## src/rtl/cutc_pkg.sv

```systemverilog
package cutc_pkg;

  // Kind of an input beat, carried on in_tuser.
  typedef enum logic [1:0] {
    MODE_STEP    = 2'd0,
    MODE_CLEAR   = 2'd1,
    MODE_CONNECT = 2'd2
  } mode_t;

  // Register indexes on the configuration port (byte address = 4 * index).
  typedef enum logic [2:0] {
    REG_ENABLE     = 3'd0,
    REG_COUNT_MODE = 3'd1,
    REG_THRESHOLD  = 3'd2,
    REG_AUTO_CLEAR = 3'd3,
    REG_HOLD_TIME  = 3'd4
  } reg_idx_t;

  localparam int unsigned CFG_ADDR_W = 5;
  localparam int unsigned CFG_DATA_W = 32;
  localparam int unsigned IN_DATA_W  = 40;
  localparam int unsigned OUT_DATA_W = 40;

  typedef struct packed {
    logic        enable;
    logic        count_mode;
    logic [31:0] count_threshold;
    logic        auto_clear;
    logic [31:0] hold_limit;
  } cutc_cfg_t;

  typedef struct packed {
    logic        status;
    logic [31:0] count_value;
    logic        reached;
    logic        active_out;
  } cutc_res_t;

endpackage

```

## src/rtl/cutc_regs.sv

```systemverilog
module cutc_regs (
  input  logic                                clk,
  input  logic                                rst_n,
  input  logic                                cfg_psel,
  input  logic                                cfg_penable,
  input  logic                                cfg_pwrite,
  input  logic [cutc_pkg::CFG_ADDR_W-1:0]     cfg_paddr,
  input  logic [cutc_pkg::CFG_DATA_W-1:0]     cfg_pwdata,
  output logic [cutc_pkg::CFG_DATA_W-1:0]     cfg_prdata,
  output logic                                cfg_pready,
  output cutc_pkg::cutc_cfg_t                 cfg
);
  import cutc_pkg::*;

  cutc_cfg_t cfg_r;
  cutc_cfg_t cfg_nxt;
  logic      wr_en;
  logic [2:0] idx;

  assign cfg_pready = 1'b1;
  assign wr_en      = cfg_psel & cfg_penable & cfg_pwrite & cfg_pready;
  assign idx        = cfg_paddr[4:2];

  always_comb begin
    cfg_nxt = cfg_r;
    if (wr_en) begin
      case (idx)
        REG_ENABLE:     cfg_nxt.enable          = cfg_pwdata[0];
        REG_COUNT_MODE: cfg_nxt.count_mode      = cfg_pwdata[0];
        REG_THRESHOLD:  cfg_nxt.count_threshold = cfg_pwdata;
        REG_AUTO_CLEAR: cfg_nxt.auto_clear      = cfg_pwdata[0];
        REG_HOLD_TIME:  cfg_nxt.hold_limit      = cfg_pwdata;
        default:        cfg_nxt = cfg_r;
      endcase
    end
  end

  always_ff @(posedge clk) begin
    if (!rst_n) begin
      cfg_r <= '0;
    end else begin
      cfg_r <= cfg_nxt;
    end
  end

  always_comb begin
    case (idx)
      REG_ENABLE:     cfg_prdata = {31'd0, cfg_r.enable};
      REG_COUNT_MODE: cfg_prdata = {31'd0, cfg_r.count_mode};
      REG_THRESHOLD:  cfg_prdata = cfg_r.count_threshold;
      REG_AUTO_CLEAR: cfg_prdata = {31'd0, cfg_r.auto_clear};
      REG_HOLD_TIME:  cfg_prdata = cfg_r.hold_limit;
      default:        cfg_prdata = '0;
    endcase
  end

  assign cfg = cfg_r;

endmodule

```

## src/rtl/cutc_core.sv

```systemverilog
module cutc_core (
  input  logic                 clk,
  input  logic                 rst_n,
  input  logic                 go,
  input  logic [1:0]           mode,
  input  logic                 trig,
  input  logic [31:0]          now,
  input  cutc_pkg::cutc_cfg_t  cfg,
  output cutc_pkg::cutc_res_t  res
);
  import cutc_pkg::*;

  logic [31:0] count_r, count_nxt;
  logic        reached_r, reached_nxt;
  logic        active_r, active_nxt;
  logic [31:0] act_time_r, act_time_nxt;
  logic        last_trig_r, last_trig_nxt;
  logic [31:0] hold_start_r, hold_start_nxt;
  logic        conn_r, conn_nxt;

  logic [31:0] delta;
  logic [31:0] cnt_step;
  logic [31:0] hold_step;
  logic        fire;
  logic        reached_step;
  logic        active_step;
  logic [31:0] act_time_step;
  logic [31:0] cnt_after;
  logic        timeout;
  logic        status;

  // Step path: count update, threshold check, then hold timeout.
  always_comb begin
    delta     = (trig && !last_trig_r) ? 32'd0 : (now - hold_start_r);
    cnt_step  = count_r;
    hold_step = hold_start_r;
    if (!cfg.count_mode) begin
      if (trig && !last_trig_r) begin
        cnt_step = count_r + 32'd1;
      end
    end else if (trig) begin
      cnt_step  = count_r + delta;
      hold_step = now;
    end

    fire          = !reached_r && (cnt_step >= cfg.count_threshold);
    reached_step  = fire ? !cfg.auto_clear : reached_r;
    active_step   = fire | active_r;
    act_time_step = fire ? now : act_time_r;
    cnt_after     = (fire && cfg.auto_clear) ? 32'd0 : cnt_step;
    timeout       = active_step && (cfg.hold_limit != 32'd0) &&
                    ((now - act_time_step) >= cfg.hold_limit);
  end

  always_comb begin
    count_nxt      = count_r;
    reached_nxt    = reached_r;
    active_nxt     = active_r;
    act_time_nxt   = act_time_r;
    last_trig_nxt  = last_trig_r;
    hold_start_nxt = hold_start_r;
    conn_nxt       = conn_r;
    status         = active_r;
    case (mode)
      MODE_STEP: begin
        if (cfg.enable && conn_r) begin
          count_nxt      = cnt_after;
          reached_nxt    = reached_step;
          active_nxt     = active_step & ~timeout;
          act_time_nxt   = act_time_step;
          last_trig_nxt  = trig;
          hold_start_nxt = hold_step;
          status         = active_step & ~timeout;
        end else begin
          status = 1'b0;
        end
      end
      MODE_CLEAR: begin
        count_nxt   = 32'd0;
        reached_nxt = 1'b0;
        active_nxt  = 1'b0;
        status      = 1'b0;
      end
      MODE_CONNECT: begin
        conn_nxt       = 1'b1;
        last_trig_nxt  = trig;
        hold_start_nxt = now;
      end
      default: status = active_r;
    endcase
  end

  always_ff @(posedge clk) begin
    if (!rst_n) begin
      count_r      <= '0;
      reached_r    <= 1'b0;
      active_r     <= 1'b0;
      act_time_r   <= '0;
      last_trig_r  <= 1'b0;
      hold_start_r <= '0;
      conn_r       <= 1'b0;
    end else if (go) begin
      count_r      <= count_nxt;
      reached_r    <= reached_nxt;
      active_r     <= active_nxt;
      act_time_r   <= act_time_nxt;
      last_trig_r  <= last_trig_nxt;
      hold_start_r <= hold_start_nxt;
      conn_r       <= conn_nxt;
    end
  end

  assign res.status      = status;
  assign res.count_value = count_nxt;
  assign res.reached     = reached_nxt;
  assign res.active_out  = active_nxt;

endmodule

```

## src/rtl/countup_timer_counter_block_top.sv

```systemverilog
// Count-up counter with threshold and optional hold timeout.
//
// Input channel (in_*): one beat per item. in_tuser carries the kind of the
// item (step, clear or connect); in_tdata carries the trigger level and the
// millisecond timestamp. Output channel (out_*): exactly one result beat per
// input beat, in order, carrying status, the count, and the reached and
// active flags after the item.
//
// A beat accepted by the block lands in the input register; once the output
// register is empty or draining, it is evaluated against the counter state
// and its result is loaded into the output register, which raises out_tvalid.
// While out_tready stays high, one item per cycle is sustained: the state
// update is a single pass of add, compare and subtract logic between the
// two registers.
// When the receiver stalls, the output register holds its beat and the input
// register fills; in_tready then drops until the output drains.
// Synchronous reset clears the configuration registers, the counter state
// and both valid flags. The APB-style port writes registers at 4*index and
// is meant to be written only while no item is in flight.
module countup_timer_counter_block_top (
  input  logic                               clk,
  input  logic                               rst_n,
  input  logic                               in_tvalid,
  output logic                               in_tready,
  // [0] trigger, [32:1] now_ms, [39:33] zero
  input  logic [cutc_pkg::IN_DATA_W-1:0]     in_tdata,
  // [1:0] mode
  input  logic [1:0]                         in_tuser,
  output logic                               out_tvalid,
  input  logic                               out_tready,
  // [0] status, [32:1] count_value, [33] reached, [34] active_out, [39:35] zero
  output logic [cutc_pkg::OUT_DATA_W-1:0]    out_tdata,
  input  logic                               cfg_psel,
  input  logic                               cfg_penable,
  input  logic                               cfg_pwrite,
  input  logic [cutc_pkg::CFG_ADDR_W-1:0]    cfg_paddr,
  input  logic [cutc_pkg::CFG_DATA_W-1:0]    cfg_pwdata,
  output logic [cutc_pkg::CFG_DATA_W-1:0]    cfg_prdata,
  output logic                               cfg_pready
);
  import cutc_pkg::*;

  cutc_cfg_t   cfg;
  cutc_res_t   res;

  logic        in_valid_r;
  logic [1:0]  in_mode_r;
  logic        in_trig_r;
  logic [31:0] in_now_r;

  logic        out_valid_r;
  cutc_res_t   out_res_r;

  logic        advance;
  logic        in_take;

  // The held item moves on whenever the output register is empty or being
  // drained in this cycle.
  assign advance   = in_valid_r & (~out_valid_r | out_tready);
  assign in_tready = ~in_valid_r | advance;
  assign in_take   = in_tvalid & in_tready;

  cutc_regs u_regs (
    .clk         (clk),
    .rst_n       (rst_n),
    .cfg_psel    (cfg_psel),
    .cfg_penable (cfg_penable),
    .cfg_pwrite  (cfg_pwrite),
    .cfg_paddr   (cfg_paddr),
    .cfg_pwdata  (cfg_pwdata),
    .cfg_prdata  (cfg_prdata),
    .cfg_pready  (cfg_pready),
    .cfg         (cfg)
  );

  cutc_core u_core (
    .clk   (clk),
    .rst_n (rst_n),
    .go    (advance),
    .mode  (in_mode_r),
    .trig  (in_trig_r),
    .now   (in_now_r),
    .cfg   (cfg),
    .res   (res)
  );

  always_ff @(posedge clk) begin
    if (!rst_n) begin
      in_valid_r <= 1'b0;
    end else if (in_tready) begin
      in_valid_r <= in_tvalid;
    end
  end

  always_ff @(posedge clk) begin
    if (in_take) begin
      in_mode_r <= in_tuser;
      in_trig_r <= in_tdata[0];
      in_now_r  <= in_tdata[32:1];
    end
  end

  always_ff @(posedge clk) begin
    if (!rst_n) begin
      out_valid_r <= 1'b0;
    end else if (advance) begin
      out_valid_r <= 1'b1;
    end else if (out_tready) begin
      out_valid_r <= 1'b0;
    end
  end

  always_ff @(posedge clk) begin
    if (advance) begin
      out_res_r <= res;
    end
  end

  assign out_tvalid = out_valid_r;
  assign out_tdata  = {5'd0, out_res_r.active_out, out_res_r.reached,
                       out_res_r.count_value, out_res_r.status};

endmodule

```

## config.mk

```make
export PLATFORM = sky130hd
export DESIGN_NAME = countup_timer_counter_block_top
export DESIGN_NICKNAME = d
export VERILOG_FILES = /design/src/rtl/cutc_pkg.sv /design/src/rtl/cutc_regs.sv /design/src/rtl/cutc_core.sv /design/src/rtl/countup_timer_counter_block_top.sv
export SDC_FILE = /design/constraint.sdc
export NUM_CORES = 1
export LEC_CHECK = 0
export ABC_CLOCK_PERIOD_IN_PS = 13750
export BUFFER_PORTS_ARGS = -buffer_cell sky130_fd_sc_hd__buf_2
export CORE_MARGIN = 1.5
export CORE_UTILIZATION = 35
export CTS_CLUSTER_DIAMETER = 150
export CTS_CLUSTER_SIZE = 8
export DETAILED_ROUTE_END_ITERATION = 10
export RECOVER_POWER = 25
export SYNTH_ARGS = -nofsm -noshare
export SYNTH_HDL_FRONTEND = slang
export SYNTH_SLANG_ARGS = --single-unit
```

## constraint.sdc

```tcl
create_clock -name clk -period 13.75 [get_ports clk]
set_clock_uncertainty 0.15 [all_clocks]
set_input_delay 1.375 -clock clk [delete_from_list [all_inputs] [get_ports clk]]
set_output_delay 1.375 -clock clk [all_outputs]
set_load 0.03 [all_outputs]
```

==> report_table.html <==
<table>
<tr><th>Metric</th><th>Value</th></tr>
<tr><th colspan="2">Setup path</th></tr>
<tr><td>Number of buffers and inverters on the critical path</td><td>3</td></tr>
<tr><td>Data arrival at the endpoint of the critical path</td><td>between 10000 and 15000 ps</td></tr>
<tr><td>Largest delay share family, worst path</td><td>compound AO/OA/AOI/OAI gates</td></tr>
<tr><td>R2r startpoint</td><td>in_now_r[0]</td></tr>
<tr><td>Data required, critical path</td><td>13880 ps</td></tr>
<tr><td>Cell with the largest stage delay on the worst path</td><td>sky130_fd_sc_hd__a31oi_2</td></tr>
<tr><td>Worst setup startpoint</td><td>in_now_r[0]</td></tr>
<tr><td>Critical Path Fanout Max</td><td>19</td></tr>
<tr><td>Type of the worst setup path</td><td>flop to flop</td></tr>
<tr><td>Worst Setup End Kind</td><td>flop</td></tr>
<tr><td>Delay of the slowest cell on the worst path</td><td>490 ps</td></tr>
<tr><td>Type of element launching the critical path</td><td>flop</td></tr>
<tr><th colspan="2">Logic synthesis</th></tr>
<tr><td>Synthesis-stage register bit count</td><td>~240</td></tr>
<tr><td>Post-synthesis simple-gate area fraction</td><td>approximately a fifth</td></tr>
<tr><td>Total standard cell area after synthesis</td><td>between 15000 and 20000 µm²</td></tr>
<tr><td>Area share of xor/xnor cells in the synthesized design</td><td>4.69%</td></tr>
<tr><td>Top FF cell, synth</td><td>sky130_fd_sc_hd__dfxtp_1</td></tr>
<tr><td>Combinational family with the most area after synthesis</td><td>compound AO/OA/AOI/OAI gates</td></tr>
<tr><td>Synthesis warning total</td><td>0</td></tr>
<tr><td>Area fraction in compound gates after synthesis</td><td>between 20% and 30%</td></tr>
<tr><td>Mux contribution to synthesized area</td><td>approximately 3.2%</td></tr>
<tr><td>Number of cells produced by synthesis</td><td>around 2100</td></tr>
<tr><td>Number of enable-type register cells in the synthesized netlist</td><td>70</td></tr>
<tr><td>Count of cell types in the netlist</td><td>87</td></tr>
<tr><td>Async S/R FF share, synth</td><td>0%</td></tr>
<tr><td>Sequential cell area fraction in the yosys report</td><td>a little under a third</td></tr>
<tr><td>Synthesized area per cell</td><td>just over 8 µm²</td></tr>
<tr><td>Adder and majority gate portion of the synthesized area</td><td>a little under an eighth</td></tr>
<tr><th colspan="2">Power</th></tr>
<tr><td>Int Power</td><td>1.47 mW</td></tr>
<tr><td>Relative contribution of combinational cells to total power</td><td>between 20% and 30%</td></tr>
<tr><td>Power per Cell Area</td><td>109 nW/µm²</td></tr>
<tr><td>Sequential Power Share</td><td>a little over a third</td></tr>
<tr><td>Fraction of power spent switching nets</td><td>31.8%</td></tr>
<tr><td>Total power consumption of the routed design</td><td>approximately 2.2 mW</td></tr>
<tr><td>Clk network pwr share</td><td>a little under two fifths</td></tr>
<tr><td>Cell leakage power</td><td>between 8 and 9 nW</td></tr>
<tr><td>Net switching power</td><td>roughly 0.7 mW</td></tr>
<tr><td>Highest ir drop seen on vdd</td><td>around 0.000073 V</td></tr>
<tr><th colspan="2">Timing</th></tr>
<tr><td>Final sum of negative setup slack</td><td>0 ps</td></tr>
<tr><td>Max Freq</td><td>77.1 MHz</td></tr>
<tr><td>Slew HR</td><td>-75.1%</td></tr>
<tr><td>Final setup viols</td><td>0</td></tr>
<tr><td>Pins Over Slew Limit</td><td>approximately 150</td></tr>
<tr><td>Number of hold violations in the final report</td><td>0</td></tr>
<tr><td>Setup ws final</td><td>774 ps</td></tr>
<tr><td>Transition at the pin with the smallest max-transition slack</td><td>2630 ps</td></tr>
<tr><td>Unrepaired setup endpoints after global routing</td><td>no</td></tr>
<tr><td>Fraction of the cycle the final worst path needs</td><td>94.4%</td></tr>
<tr><td>Period minus WS final</td><td>around 13000 ps</td></tr>
<tr><td>Worst hold margin</td><td>314 ps</td></tr>
<tr><th colspan="2">Min path</th></tr>
<tr><td>Hold wc startpoint</td><td>u_core.hold_start_r[27]</td></tr>
<tr><td>Path type of the worst min-delay path</td><td>flop to flop</td></tr>
<tr><th colspan="2">Clock tree</th></tr>
<tr><td>Root buffer cell</td><td>sky130_fd_sc_hd__clkbuf_16</td></tr>
<tr><td>Num CTS Buffers</td><td>35</td></tr>
<tr><td>Post_cts resized</td><td>0</td></tr>
<tr><td>Number of hold-repair buffers added at the cts stage</td><td>0</td></tr>
<tr><td>Clock tree from TritonCTS</td><td>yes</td></tr>
<tr><td>Worst-case clock buffer depth</td><td>3</td></tr>
<tr><td>Number of levels the H-tree was split into</td><td>2</td></tr>
<tr><td>Reg clk slew, reported paths</td><td>50 ps</td></tr>
<tr><td>Total clock sinks</td><td>between 200 and 250</td></tr>
<tr><td>Clock insertion delay at the later pin of the skew report</td><td>approximately 550 ps</td></tr>
<tr><td>Setup fix buffers added after clock tree synthesis</td><td>0</td></tr>
<tr><th colspan="2">Route</th></tr>
<tr><td>Drt drc</td><td>0</td></tr>
<tr><td>Wire per inst</td><td>about 19 µm</td></tr>
<tr><td>Drt first pass iters</td><td>7</td></tr>
<tr><td>Antenna Nets Post-Route</td><td>0</td></tr>
<tr><td>Post-Route WL</td><td>around 55 mm</td></tr>
<tr><td>Number of vias per cell after detailed routing</td><td>~5.5</td></tr>
<tr><td>Violation count after the first detailed-route iteration</td><td>between 1000 and 1500</td></tr>
<tr><td>Routed vias</td><td>about 16000</td></tr>
<tr><th colspan="2">Placement</th></tr>
<tr><td>Standard cell area after detailed placement</td><td>~19000 µm²</td></tr>
<tr><td>Total of buffers placed on input and output ports</td><td>145</td></tr>
<tr><td>RePlAce Congestion</td><td>0.937</td></tr>
<tr><td>Worst setup timing slack at the placement stage</td><td>approximately 1100 ps</td></tr>
<tr><td>DPL Wire Length</td><td>approximately 42 mm</td></tr>
<tr><th colspan="2">Floorplanning</th></tr>
<tr><td>Placeable core area</td><td>between 40000 and 50000 µm²</td></tr>
<tr><td>I/O pin count</td><td>around 160</td></tr>
<tr><td>Die outline height</td><td>227 µm</td></tr>
<tr><td>Area of the die</td><td>~51000 µm²</td></tr>
<tr><td>Effective utilization at floorplan</td><td>between 30% and 40%</td></tr>
<tr><td>Die span in x</td><td>227 µm</td></tr>
<tr><td>Site Rows</td><td>around 80</td></tr>
<tr><th colspan="2">Layout</th></tr>
<tr><td>Antenna cells</td><td>0</td></tr>
<tr><td>Area occupied by multi-input gates</td><td>approximately 11000 µm²</td></tr>
<tr><td>Net count of the finished layout</td><td>about 2500</td></tr>
<tr><td>Sequential cell area</td><td>between 5000 and 6000 µm²</td></tr>
<tr><td>Share of layout cells above drive strength 1</td><td>about a tenth</td></tr>
<tr><td>Synthesis-to-finish area growth</td><td>12.8%</td></tr>
<tr><td>Total non-filler cell area in the finished layout</td><td>19800 µm²</td></tr>
<tr><td>Fill cell total of the finished layout</td><td>~5000</td></tr>
<tr><th colspan="2">Outcome</th></tr>
<tr><td>Failing checks</td><td>max-capacitance violations, max-slew violations</td></tr>
<tr><td>Result of the run</td><td>complete, but fails checks</td></tr>
<tr><th colspan="2">Global routing</th></tr>
<tr><td>Via count of the first global-routing pass</td><td>14740</td></tr>
<tr><td>Initial antenna violation count</td><td>0</td></tr>
<tr><td>Pin count of the biggest net entering global routing</td><td>~110</td></tr>
<tr><td>Global-route wire length before repair</td><td>approximately 84 mm</td></tr>
<tr><td>Overall track demand over capacity in global routing</td><td>about a fifth</td></tr>
<tr><td>Final global-route overflow total</td><td>0</td></tr>
<tr><th colspan="2">Run</th></tr>
<tr><td>Max Cap Violations</td><td>4</td></tr>
</table>
[sequential cells by signal (all words and copies together) (netlist names)]
signal	count
u_regs.cfg	67
u_core.hold_start_r	32
u_core.last_trig_r	1
in_trig_r	1
u_core.active_r	1
in_valid_r	1
u_core.conn_r	1
in_mode_r	2
in_now_r	32
u_core.reached_r	1
u_core.act_time_r	32
out_tvalid	1
out_tdata	35
u_core.count_r	32
[cells in the final DEF (no fill, tap or decap), types with 7 or more instances in the layout]
cell type / count
sky130_fd_sc_hd__mux2i_1: 53
sky130_fd_sc_hd__clkbuf_1: 23
sky130_fd_sc_hd__o21ai_1: 15
sky130_fd_sc_hd__dfxtp_1: 169
sky130_fd_sc_hd__a41oi_1: 7
sky130_fd_sc_hd__nor3_1: 36
sky130_fd_sc_hd__o211a_1: 30
sky130_fd_sc_hd__and2_1: 10
sky130_fd_sc_hd__a31oi_1: 17
sky130_fd_sc_hd__o21a_1: 14
sky130_fd_sc_hd__and3_1: 23
sky130_fd_sc_hd__a22oi_1: 33
sky130_fd_sc_hd__nor2b_1: 27
sky130_fd_sc_hd__xor2_1: 38
sky130_fd_sc_hd__a21oi_1: 123
sky130_fd_sc_hd__ha_1: 158
sky130_fd_sc_hd__o211ai_1: 7
sky130_fd_sc_hd__inv_1: 125
sky130_fd_sc_hd__o21ai_0: 38
sky130_fd_sc_hd__a211oi_1: 9
sky130_fd_sc_hd__edfxtp_1: 70
sky130_fd_sc_hd__nand4_1: 29
sky130_fd_sc_hd__a21o_1: 78
sky130_fd_sc_hd__buf_2: 141
sky130_fd_sc_hd__or3_1: 8
sky130_fd_sc_hd__nor4_1: 16
sky130_fd_sc_hd__o21bai_1: 13
sky130_fd_sc_hd__buf_4: 15
sky130_fd_sc_hd__a22o_1: 35
sky130_fd_sc_hd__nand2b_1: 15
sky130_fd_sc_hd__nor2_1: 145
sky130_fd_sc_hd__clkbuf_16: 36
sky130_fd_sc_hd__nor3b_1: 9
sky130_fd_sc_hd__nand2_1: 331
sky130_fd_sc_hd__a21boi_0: 102
sky130_fd_sc_hd__xnor2_1: 56
sky130_fd_sc_hd__nand3_1: 39
[cells by family (layout without fill, tap and decap cells)]
group / Yosys count / in the layout
AOI/OAI and AO/OA: 611 / 611
xor gates and xnor gates: 94 / 94
adders and majority gates: 161 / 161
buffers and inverters: 245 / 344
DFF: 239 / 239
muxes: 55 / 55
other: 2 / 6
and+or+nand+nor: 719 / 719
[Yosys cell counts, types with 6 or more instances]
cell type	instances	area share, %
sky130_fd_sc_hd__o211a_1	30	1.7
sky130_fd_sc_hd__a21o_1	78	3.3
sky130_fd_sc_hd__a211o_1	6	0.30
sky130_fd_sc_hd__nor3b_1	9	0.39
sky130_fd_sc_hd__o21ai_1	17	0.49
sky130_fd_sc_hd__clkbuf_1	97	2.1
sky130_fd_sc_hd__o21ai_0	38	1.1
sky130_fd_sc_hd__a31oi_1	17	0.61
sky130_fd_sc_hd__a2111oi_0	6	0.30
sky130_fd_sc_hd__o22ai_1	6	0.21
sky130_fd_sc_hd__buf_1	8	0.17
sky130_fd_sc_hd__nand4_1	29	1.0
sky130_fd_sc_hd__a22o_1	35	1.7
sky130_fd_sc_hd__a21boi_1	6	0.26
sky130_fd_sc_hd__edfxtp_1	70	12
sky130_fd_sc_hd__a21oi_1	123	3.5
sky130_fd_sc_hd__and2_1	11	0.39
sky130_fd_sc_hd__o21a_1	14	0.60
sky130_fd_sc_hd__nand2b_1	15	0.54
sky130_fd_sc_hd__inv_1	125	2.7
sky130_fd_sc_hd__a22oi_1	33	1.4
sky130_fd_sc_hd__a41oi_1	7	0.35
sky130_fd_sc_hd__nor4_1	16	0.57
sky130_fd_sc_hd__a211oi_1	9	0.39
sky130_fd_sc_hd__or2_2	6	0.21
sky130_fd_sc_hd__o21bai_1	13	0.56
sky130_fd_sc_hd__dfxtp_1	169	19
sky130_fd_sc_hd__xnor2_1	56	2.8
sky130_fd_sc_hd__nand3_1	39	1.1
sky130_fd_sc_hd__buf_2	7	0.20
sky130_fd_sc_hd__buf_4	6	0.26
sky130_fd_sc_hd__nor3_1	36	1.0
sky130_fd_sc_hd__and3_1	23	0.82
sky130_fd_sc_hd__nor2_1	147	3.1
sky130_fd_sc_hd__nand2_1	331	7.1
sky130_fd_sc_hd__mux2i_1	53	3.0
sky130_fd_sc_hd__nor2b_1	29	1.0
sky130_fd_sc_hd__o211ai_1	7	0.30
sky130_fd_sc_hd__ha_1	158	11
sky130_fd_sc_hd__xor2_1	38	1.9
sky130_fd_sc_hd__a21boi_0	102	4.4
sky130_fd_sc_hd__a32o_1	6	0.34
sky130_fd_sc_hd__or3_1	8	0.29
[tightest hold or removal path, stage by stage, from the launching register on]
cell	delay, ps
sky130_fd_sc_hd__dfxtp_1	300
sky130_fd_sc_hd__nand2_1	40
sky130_fd_sc_hd__a21boi_0	60
[final timing paths]
| check | end | slack, ps | cells past startpoint |
|---|---|---|---|
| max | out_tdata[34] | 770 | 53 |
| min | u_core.hold_start_r[27] | 310 | 2 |
| max reg2reg | out_tdata[34] | 770 | 53 |
| min reg2reg | u_core.hold_start_r[27] | 310 | 2 |
[final cells by class]
cell class | instances | share of cell area, %
inverter | 127 | 2.41
tap | 664 | 4.20
multi-input combinational | 1646 | 56.4
clock inverter | 2 | 0.127
sequential | 239 | 27.7
clock buffer | 53 | 4.88
timing repair buffer | 162 | 4.25
[routing by layer]
| metal | GRT usage (%) | vias up | part of all wire, % |
|---|---|---|---|
| met5 | 0 | - | 0 |
| met1 | 28.8 | 7486 | 46 |
| met3 | 2.95 | 92 | 6.2 |
| met4 | 6.92 | 0 | 2.9 |
| met2 | 34.6 | 527 | 45 |
| li1 | - | 7791 | - |
[power groups by stage]
stage                     clock, mW  sequential, mW  combinational [mW]
after floorplan                   0           0.775               0.434
after global placement            0           0.776               0.569
after detailed placement          0           0.776               0.581
after CTS                     0.823           0.762               0.585
after global routing          0.851           0.764               0.649
final                         0.801           0.763               0.588
[per-stage QoR]
step,util (%),std cells
3_5_place_dp,38.3,2838
2_1_floorplan,-,2130
5_1_grt,40.2,2893
6_report,40.2,2893
3_3_place_gp,38.3,2838
4_1_cts,40.3,2893
No activity file was read; power rests on OpenSTA's default activity.
